==> config.mk <==
export PLATFORM = sky130hd
export DESIGN_NAME = sliding_window_median
export DESIGN_NICKNAME = d
export VERILOG_FILES = /design/src/rtl/swm_pkg.sv /design/src/rtl/sliding_window_median.sv
export SDC_FILE = /design/constraint.sdc
export NUM_CORES = 1
export LEC_CHECK = 0
export ABC_AREA = 1
export BUFFER_PORTS_ARGS = -buffer_cell sky130_fd_sc_hd__buf_2
export CORE_ASPECT_RATIO = 1.1
export CORE_MARGIN = 2
export CORE_UTILIZATION = 40
export DETAILED_ROUTE_END_ITERATION = 10
export PLACE_DENSITY_LB_ADDON = 0.3
export SLEW_MARGIN = 20
export SYNTH_ARGS = -nofsm -noshare
export SYNTH_HDL_FRONTEND = slang
export SYNTH_SLANG_ARGS = --single-unit
==> constraint.sdc <==
create_clock -name clk -period 5.5 [get_ports clk]
set_input_delay 0.275 -clock clk [delete_from_list [all_inputs] [get_ports clk]]
set_output_delay 0.275 -clock clk [all_outputs]
set_load 0.1 [all_outputs]
==> src/rtl/swm_pkg.sv <==
// Shared constants and the result item layout of the sliding window median.
// Depends on nothing; used by the top level and by its checker.
package swm_pkg;

    // Widths of the item fields on the ports.
    localparam int SAMPLE_W    = 16;
    localparam int FILL_W      = 5;
    localparam int S_TDATA_W   = 16;
    localparam int M_TDATA_W   = 24;
    localparam int M_PAD_W     = M_TDATA_W - SAMPLE_W - FILL_W;

    // Result item as it sits in m_tdata, lowest field last.
    typedef struct packed {
        logic [M_PAD_W-1:0]  pad;
        logic [FILL_W-1:0]   fill_level;
        logic [SAMPLE_W-1:0] median_value;
    } out_item_t;

endpackage

==> src/rtl/sliding_window_median.sv <==
// Running median filter over the last WINDOW samples, one channel.
// Depends on swm_pkg for the port widths and the result item layout.
//
// Usage:
// The slave channel (s_tvalid, s_tready, s_tdata) takes one signed sample
// per item. The master channel (m_tvalid, m_tready, m_tdata) returns one
// result item per sample: the upper median of the samples held and the
// number of samples it was taken over.
// Each accepted item starts a sweep over the sorted-value memory, which
// reads one entry and writes at most one entry per cycle through its one
// read port and its one write port; the sweep visits every sample held.
// The finished result then moves to the output register, and only after
// that is the next item accepted, so no new item is taken mid-sweep.
// A finished result waits in an output register, so a new item is taken
// while the receiver stalls; a second result waits until the first leaves.
// Reset empties the window and clears both channels; the sample memories
// need no clearing pass, since a value read from an entry not yet written is never used.
module sliding_window_median #(
    parameter int WINDOW      = 16,
    parameter int SAMPLE_BITS = 16
) (
    input  logic                           clk,
    input  logic                           rst_n,
    input  logic                           s_tvalid,
    output logic                           s_tready,
    input  logic [swm_pkg::S_TDATA_W-1:0]  s_tdata,   // [15:0] sample
    output logic                           m_tvalid,
    input  logic                           m_tready,
    output logic [swm_pkg::M_TDATA_W-1:0]  m_tdata    // [15:0] median_value, [20:16] fill_level
);

    localparam int IW = (WINDOW > 1) ? $clog2(WINDOW) : 1;
    localparam int CW = $clog2(WINDOW + 1);
    localparam logic [CW-1:0] FULL_COUNT = CW'(WINDOW);
    localparam logic [IW-1:0] LAST_POS   = IW'(WINDOW - 1);

    localparam logic [1:0] ST_IDLE = 2'd0;
    localparam logic [1:0] ST_RUN  = 2'd1;
    localparam logic [1:0] ST_DONE = 2'd2;

    // Samples in arrival order, and the same samples in ascending order.
    logic signed [SAMPLE_BITS-1:0] ring_mem [WINDOW];
    logic signed [SAMPLE_BITS-1:0] sort_mem [WINDOW];

    logic [1:0]                    state_reg, state_next;
    logic [IW-1:0]                 wp_reg, wp_next;
    logic [CW-1:0]                 cnt_reg, cnt_next;
    logic [CW-1:0]                 p_reg, p_next;
    logic [CW-1:0]                 w_reg, w_next;
    logic                          ins_reg, ins_next;
    logic                          del_reg, del_next;
    logic                          hold_v_reg, hold_v_next;
    logic                          full_reg, full_next;
    logic                          out_valid_reg, out_valid_next;

    logic [CW-1:0]                 m_reg;
    logic [CW-1:0]                 k_reg;
    logic signed [SAMPLE_BITS-1:0] new_reg;
    logic signed [SAMPLE_BITS-1:0] old_reg;
    logic signed [SAMPLE_BITS-1:0] hold_reg;
    logic signed [SAMPLE_BITS-1:0] med_reg;
    logic signed [SAMPLE_BITS-1:0] sort_rd_reg;
    swm_pkg::out_item_t            out_data_reg;

    logic                                 in_acc;
    logic                                 out_load;
    logic [SAMPLE_BITS+swm_pkg::SAMPLE_W-1:0] in_ext;
    logic [SAMPLE_BITS+swm_pkg::SAMPLE_W-1:0] med_ext;
    logic [CW+swm_pkg::FILL_W-1:0]        fill_ext;
    logic signed [SAMPLE_BITS-1:0]        sample_in;
    logic [CW-1:0]                        p_inc;
    logic [IW-1:0]                        sort_raddr;
    logic                                 at_end;
    logic                                 hit_old;
    logic                                 emit_new;
    logic                                 emit_r;
    logic                                 sort_we;
    logic signed [SAMPLE_BITS-1:0]        sort_wdata;
    logic signed [SAMPLE_BITS-1:0]        hold_new;
    swm_pkg::out_item_t                   out_item;

    // Port side: the input is zero-extended or cut to the stored width.
    assign in_ext    = {{SAMPLE_BITS{1'b0}}, s_tdata};
    assign sample_in = in_ext[SAMPLE_BITS-1:0];
    assign in_acc    = s_tvalid && s_tready;
    assign s_tready  = (state_reg == ST_IDLE);
    assign out_load  = (state_reg == ST_DONE) && (!out_valid_reg || m_tready);
    assign m_tvalid  = out_valid_reg;
    assign m_tdata   = out_data_reg;

    // Merge step: the sorted list streams past once, the oldest sample drops
    // out once the window is full, and the new one drops in at its place.
    assign p_inc    = p_reg + CW'(1);
    assign at_end   = (p_reg == m_reg);
    assign hit_old  = full_reg && !del_reg && !at_end && (sort_rd_reg == old_reg);
    assign emit_new = !ins_reg && (at_end || (sort_rd_reg >= new_reg));
    assign emit_r   = !at_end && !hit_old;
    assign sort_raddr = ((state_reg == ST_RUN) && (p_inc < m_reg)) ? p_inc[IW-1:0] : '0;

    // At most one write per cycle; a value that cannot be written yet waits in hold.
    always_comb
    begin
        sort_we     = 1'b0;
        sort_wdata  = hold_reg;
        hold_v_next = hold_v_reg;
        hold_new    = hold_reg;
        if (state_reg == ST_RUN)
        begin
            if (hold_v_reg)
            begin
                sort_we     = 1'b1;
                sort_wdata  = hold_reg;
                hold_v_next = emit_r;
                hold_new    = sort_rd_reg;
            end
            else if (emit_new)
            begin
                sort_we     = 1'b1;
                sort_wdata  = new_reg;
                hold_v_next = emit_r;
                hold_new    = sort_rd_reg;
            end
            else if (emit_r)
            begin
                sort_we     = 1'b1;
                sort_wdata  = sort_rd_reg;
                hold_v_next = 1'b0;
            end
            else
            begin
                hold_v_next = 1'b0;
            end
        end
        else if (in_acc)
        begin
            hold_v_next = 1'b0;
        end
    end

    // Sequencer for one item: accept, sweep, hand over the result.
    always_comb
    begin
        state_next     = state_reg;
        wp_next        = wp_reg;
        cnt_next       = cnt_reg;
        p_next         = p_reg;
        w_next         = w_reg;
        ins_next       = ins_reg;
        del_next       = del_reg;
        full_next      = full_reg;
        out_valid_next = out_valid_reg;
        if (m_tready)
        begin
            out_valid_next = 1'b0;
        end
        case (state_reg)
            ST_IDLE:
            begin
                if (in_acc)
                begin
                    state_next = ST_RUN;
                    wp_next    = (wp_reg == LAST_POS) ? '0 : wp_reg + IW'(1);
                    cnt_next   = (cnt_reg == FULL_COUNT) ? cnt_reg : cnt_reg + CW'(1);
                    full_next  = (cnt_reg == FULL_COUNT);
                    p_next     = '0;
                    w_next     = '0;
                    ins_next   = 1'b0;
                    del_next   = 1'b0;
                end
            end
            ST_RUN:
            begin
                p_next   = p_inc;
                w_next   = sort_we ? w_reg + CW'(1) : w_reg;
                ins_next = ins_reg || emit_new;
                del_next = del_reg || hit_old;
                if (at_end)
                begin
                    state_next = ST_DONE;
                end
            end
            ST_DONE:
            begin
                if (out_load)
                begin
                    state_next     = ST_IDLE;
                    out_valid_next = 1'b1;
                end
            end
            default:
            begin
                state_next = ST_IDLE;
            end
        endcase
    end

    // Control registers.
    always_ff @(posedge clk or negedge rst_n)
    begin
        if (!rst_n)
        begin
            state_reg     <= ST_IDLE;
            wp_reg        <= '0;
            cnt_reg       <= '0;
            p_reg         <= '0;
            w_reg         <= '0;
            ins_reg       <= 1'b0;
            del_reg       <= 1'b0;
            hold_v_reg    <= 1'b0;
            full_reg      <= 1'b0;
            out_valid_reg <= 1'b0;
        end
        else
        begin
            state_reg     <= state_next;
            wp_reg        <= wp_next;
            cnt_reg       <= cnt_next;
            p_reg         <= p_next;
            w_reg         <= w_next;
            ins_reg       <= ins_next;
            del_reg       <= del_next;
            hold_v_reg    <= hold_v_next;
            full_reg      <= full_next;
            out_valid_reg <= out_valid_next;
        end
    end

    // Arrival-order memory: the oldest sample is read as the new one replaces it.
    always_ff @(posedge clk)
    begin
        if (in_acc)
        begin
            old_reg          <= ring_mem[wp_reg];
            ring_mem[wp_reg] <= sample_in;
        end
    end

    // Sorted memory: reads run at least one entry ahead of the writes.
    always_ff @(posedge clk)
    begin
        if (sort_we)
        begin
            sort_mem[w_reg[IW-1:0]] <= sort_wdata;
        end
        sort_rd_reg <= sort_mem[sort_raddr];
    end

    // Item payload and the median picked off the write stream.
    always_ff @(posedge clk)
    begin
        if (in_acc)
        begin
            new_reg <= sample_in;
            m_reg   <= cnt_reg;
            k_reg   <= cnt_next >> 1;
        end
        hold_reg <= hold_new;
        if (sort_we && (w_reg == k_reg))
        begin
            med_reg <= sort_wdata;
        end
        if (out_load)
        begin
            out_data_reg <= out_item;
        end
    end

    // Result item packing.
    assign med_ext  = {{swm_pkg::SAMPLE_W{1'b0}}, med_reg};
    assign fill_ext = {{swm_pkg::FILL_W{1'b0}}, cnt_reg};

    always_comb
    begin
        out_item              = '0;
        out_item.median_value = med_ext[swm_pkg::SAMPLE_W-1:0];
        out_item.fill_level   = fill_ext[swm_pkg::FILL_W-1:0];
    end

endmodule

==> run metrics <==
max_cap viols 0; CTS Root Cell clkbuf_16; Worst Tran Pin Value 1070 ps; via count of the first global-routing pass 15.8k; Cell Count, Final, Fillers Out 3,033; WL final 63,900 um; pin count of the biggest net entering global routing 113; YS warnings 0; worst path cell trace ha_1, nand3_1, xor2_1, inv_1, ha_1, a21oi_1, o21a_1, nor2b_4, nand3_4, inv_2, o211ai_1, nand3_1, nand3_1, nand2_1; most common cell in the netlist edfxtp_1; Period minus WS final 3850 ps; CP max stage cell inv_2; layout cells sized above 1 0.115; Post-Syn Area per Cell 12.7 um^2; Seq/Total Area, Yosys 0.729; RSZ-0062 raised after global routing no; DRC Markers 0; commonest cells in the netlist edfxtp_1 (606), nor2_1 (269), nand2_1 (266); Core Rows 98; delay-heaviest family, CP simple AND/OR/NAND/NOR gates; sequential cell area 19,200 um^2; CORE AREA 65,000 um^2; final-layout fill cell count 5,824; Rel. slew slack 0.287; largest cells by area after synthesis edfxtp_1 (69%), nor2_1 (3.8%), nand2_1 (3.8%); vias after detailed routing 16.4k; initial antenna violation count 2; Yosys top cell by area edfxtp_1; CTS H-tree depth 3; clock sinks 648; Inst Count DP 2,906; most common flop cell mapped by yosys edfxtp_1; Total Routing Usage GR 0.186; Worst Hold Class in2reg; Req. time, crit path 6040 ps; cell area after synthesis 26,300 um^2; Vias/cell 5.40; port bufs 42; num ports 46; final setup vio count 0; Setup CP Type reg2reg; synthesis-stage register bit count 648; DRT iter0 DRCs 1,305; Post-Syn Instances 2,077; Crit. End Element register; Clock Skews 28.5 ps; die area 67,800 um^2; cts bufs inserted 69; Die H 273 um; setup TNS 0 ps; die width 248 um; count of different cell masters after synthesis 41; final hold vios 0; Synth async-reset ratio 0.0401; Final ANT Viol Nets 0; area of the multi-input gates 6120 um^2; Power Density 606 nW/um^2; FMAX 260 MHz; Reg clk slew, reported paths 60 ps; GPL Wtd Cong 0.825; share of the synthesized area in the top cell type 0.692; CTS tree yes; leak pwr 10.6 nW; CP peak stage delay 810 ps; Worst-Skew Late Latency 610 ps; worst ir drop on vdd 0.376 mV; first-pass GRT wire length 96,300 um; fin crit share 0.699; Starting Density 0.405; Resized Gates After CTS 0; DP HPWL 36,600 um; fin nets 2,181; Worst setup SP type register; Post-synth EDFFs 606; setup repair bufs after CTS 0; # hold bufs at CTS 2; Worst Path Max Fanout 49; drt first pass iters 5; GRT overflow 0; status complete, no violations; area grow syn2layout 13.3%; Pins Over Slew Limit 0; most frequent CP cell nand3_1; CP bufs+invs 2; crit path DAT 4380 ps; DR WL/cell 21.1 um; Max clock buf depth 3
==> worst reg2reg max path: stages (launching register included) <==
cell and delay [ps]:
dfrtp_1 440, ha_1 290, nand3_1 120, xor2_1 210, inv_1 70, ha_1 290
a21oi_1 150, o21a_1 140, nor2b_4 220, nand3_4 500, inv_2 840, o211ai_1 200
nand3_1 120, nand3_1 90, nand2_1 110
==> where the power goes <==
part	internal (W)	switching, W
clock network	0.00270	0.00193
logic	0.00167	0.00443
registers	0.00685	0.000498
total	0.0112	0.00685
==> path summary, 6_finish.rpt <==
path | slack [ps] | startpoint | to | cells past startpoint
setup / recovery | 1650 | p_reg[0]$_DFFE_PN0P_ | sort_rd_reg[6]$_DFF_P_ | 14
hold / removal | 50 | s_tdata[2] | ring_mem[9][2]$_DFFE_PP_ | 1
setup reg to reg | 1650 | p_reg[0]$_DFFE_PN0P_ | sort_rd_reg[6]$_DFF_P_ | 14
hold reg to reg | 410 | med_reg[5]$_DFFE_PP_ | m_tdata[5]$_DFFE_PP_ | 0
max in group asynchronous | 4600 | rst_n | wp_reg[0]$_DFFE_PN0P_ | 2
min in group asynchronous | 320 | rst_n | wp_reg[1]$_DFFE_PN0P_ | 2
==> layout make-up <==
type                    instances  share of cell area
diodes                          1           0.0000840
clock buffers                  88              0.0624
clock inverters                36              0.0133
inverters                     150              0.0189
multi-input cells            1165               0.205
flip-flops and latches        648               0.643
well taps                     850              0.0357
repair buffers                 95              0.0207
==> cell families after synthesis <==
group                      synth area share
DFF                                   0.729
AOI/OAI and AO/OA                    0.0926
buffers and inverters                0.0426
other                              0.000143
xor gates and xnor gates            0.00695
and+or+nand+nor                       0.114
adders and majority gates            0.0152
==> per-stage QoR <==
step / power [W] / cell area, um^2 / setup WS, ps / hold slack, ps / util
final: 0.0181 / 29800 / 1650 / 46.9 / 0.459
after global placement: 0.0134 / 27500 / 1830 / 364 / 0.423
after global routing: 0.0191 / 29800 / 1380 / 55.2 / 0.458
after floorplan: 0.0116 / 26300 / 487 / -20.6 / -
after detailed placement: 0.0135 / 27500 / 1700 / 383 / 0.423
after CTS: 0.0182 / 29800 / 1670 / 20.1 / 0.458
==> placed cells by master, fill, tap and decap left out, types with 9 or more instances in the layout <==
| cell type | Yosys | final |
|---|---|---|
| a21oi_1 | 12 | 12 |
| buf_2 | 52 | 42 |
| buf_4 | 6 | 50 |
| clkbuf_1 | 51 | 15 |
| clkbuf_16 | 0 | 71 |
| clkinv_1 | 0 | 13 |
| clkinv_2 | 0 | 12 |
| dfrtp_1 | 26 | 24 |
| dfxtp_1 | 16 | 16 |
| edfxtp_1 | 606 | 606 |
| ha_1 | 32 | 32 |
| inv_1 | 142 | 139 |
| inv_2 | 8 | 9 |
| nand2_1 | 266 | 266 |
| nand3_1 | 108 | 108 |
| nand4_1 | 21 | 21 |
| nor2_1 | 269 | 257 |
| nor2_2 | 1 | 12 |
| nor3_2 | 7 | 18 |
| o211ai_1 | 112 | 112 |
| o21ai_0 | 166 | 166 |
| o21ai_1 | 41 | 41 |
| o22ai_1 | 68 | 68 |
| xnor2_1 | 10 | 10 |
| xor2_1 | 9 | 9 |
==> per-layer routing <==
metal | up-vias | wire, um | global-route usage
li1 | 7588 | - | -
met1 | 8112 | 26200 | 0.236
met2 | 523 | 31900 | 0.321
met3 | 145 | 3700 | 0.0321
met4 | 4 | 1990 | 0.0684
met5 | - | 25 | 0
(Power assumes the default switching activity.)
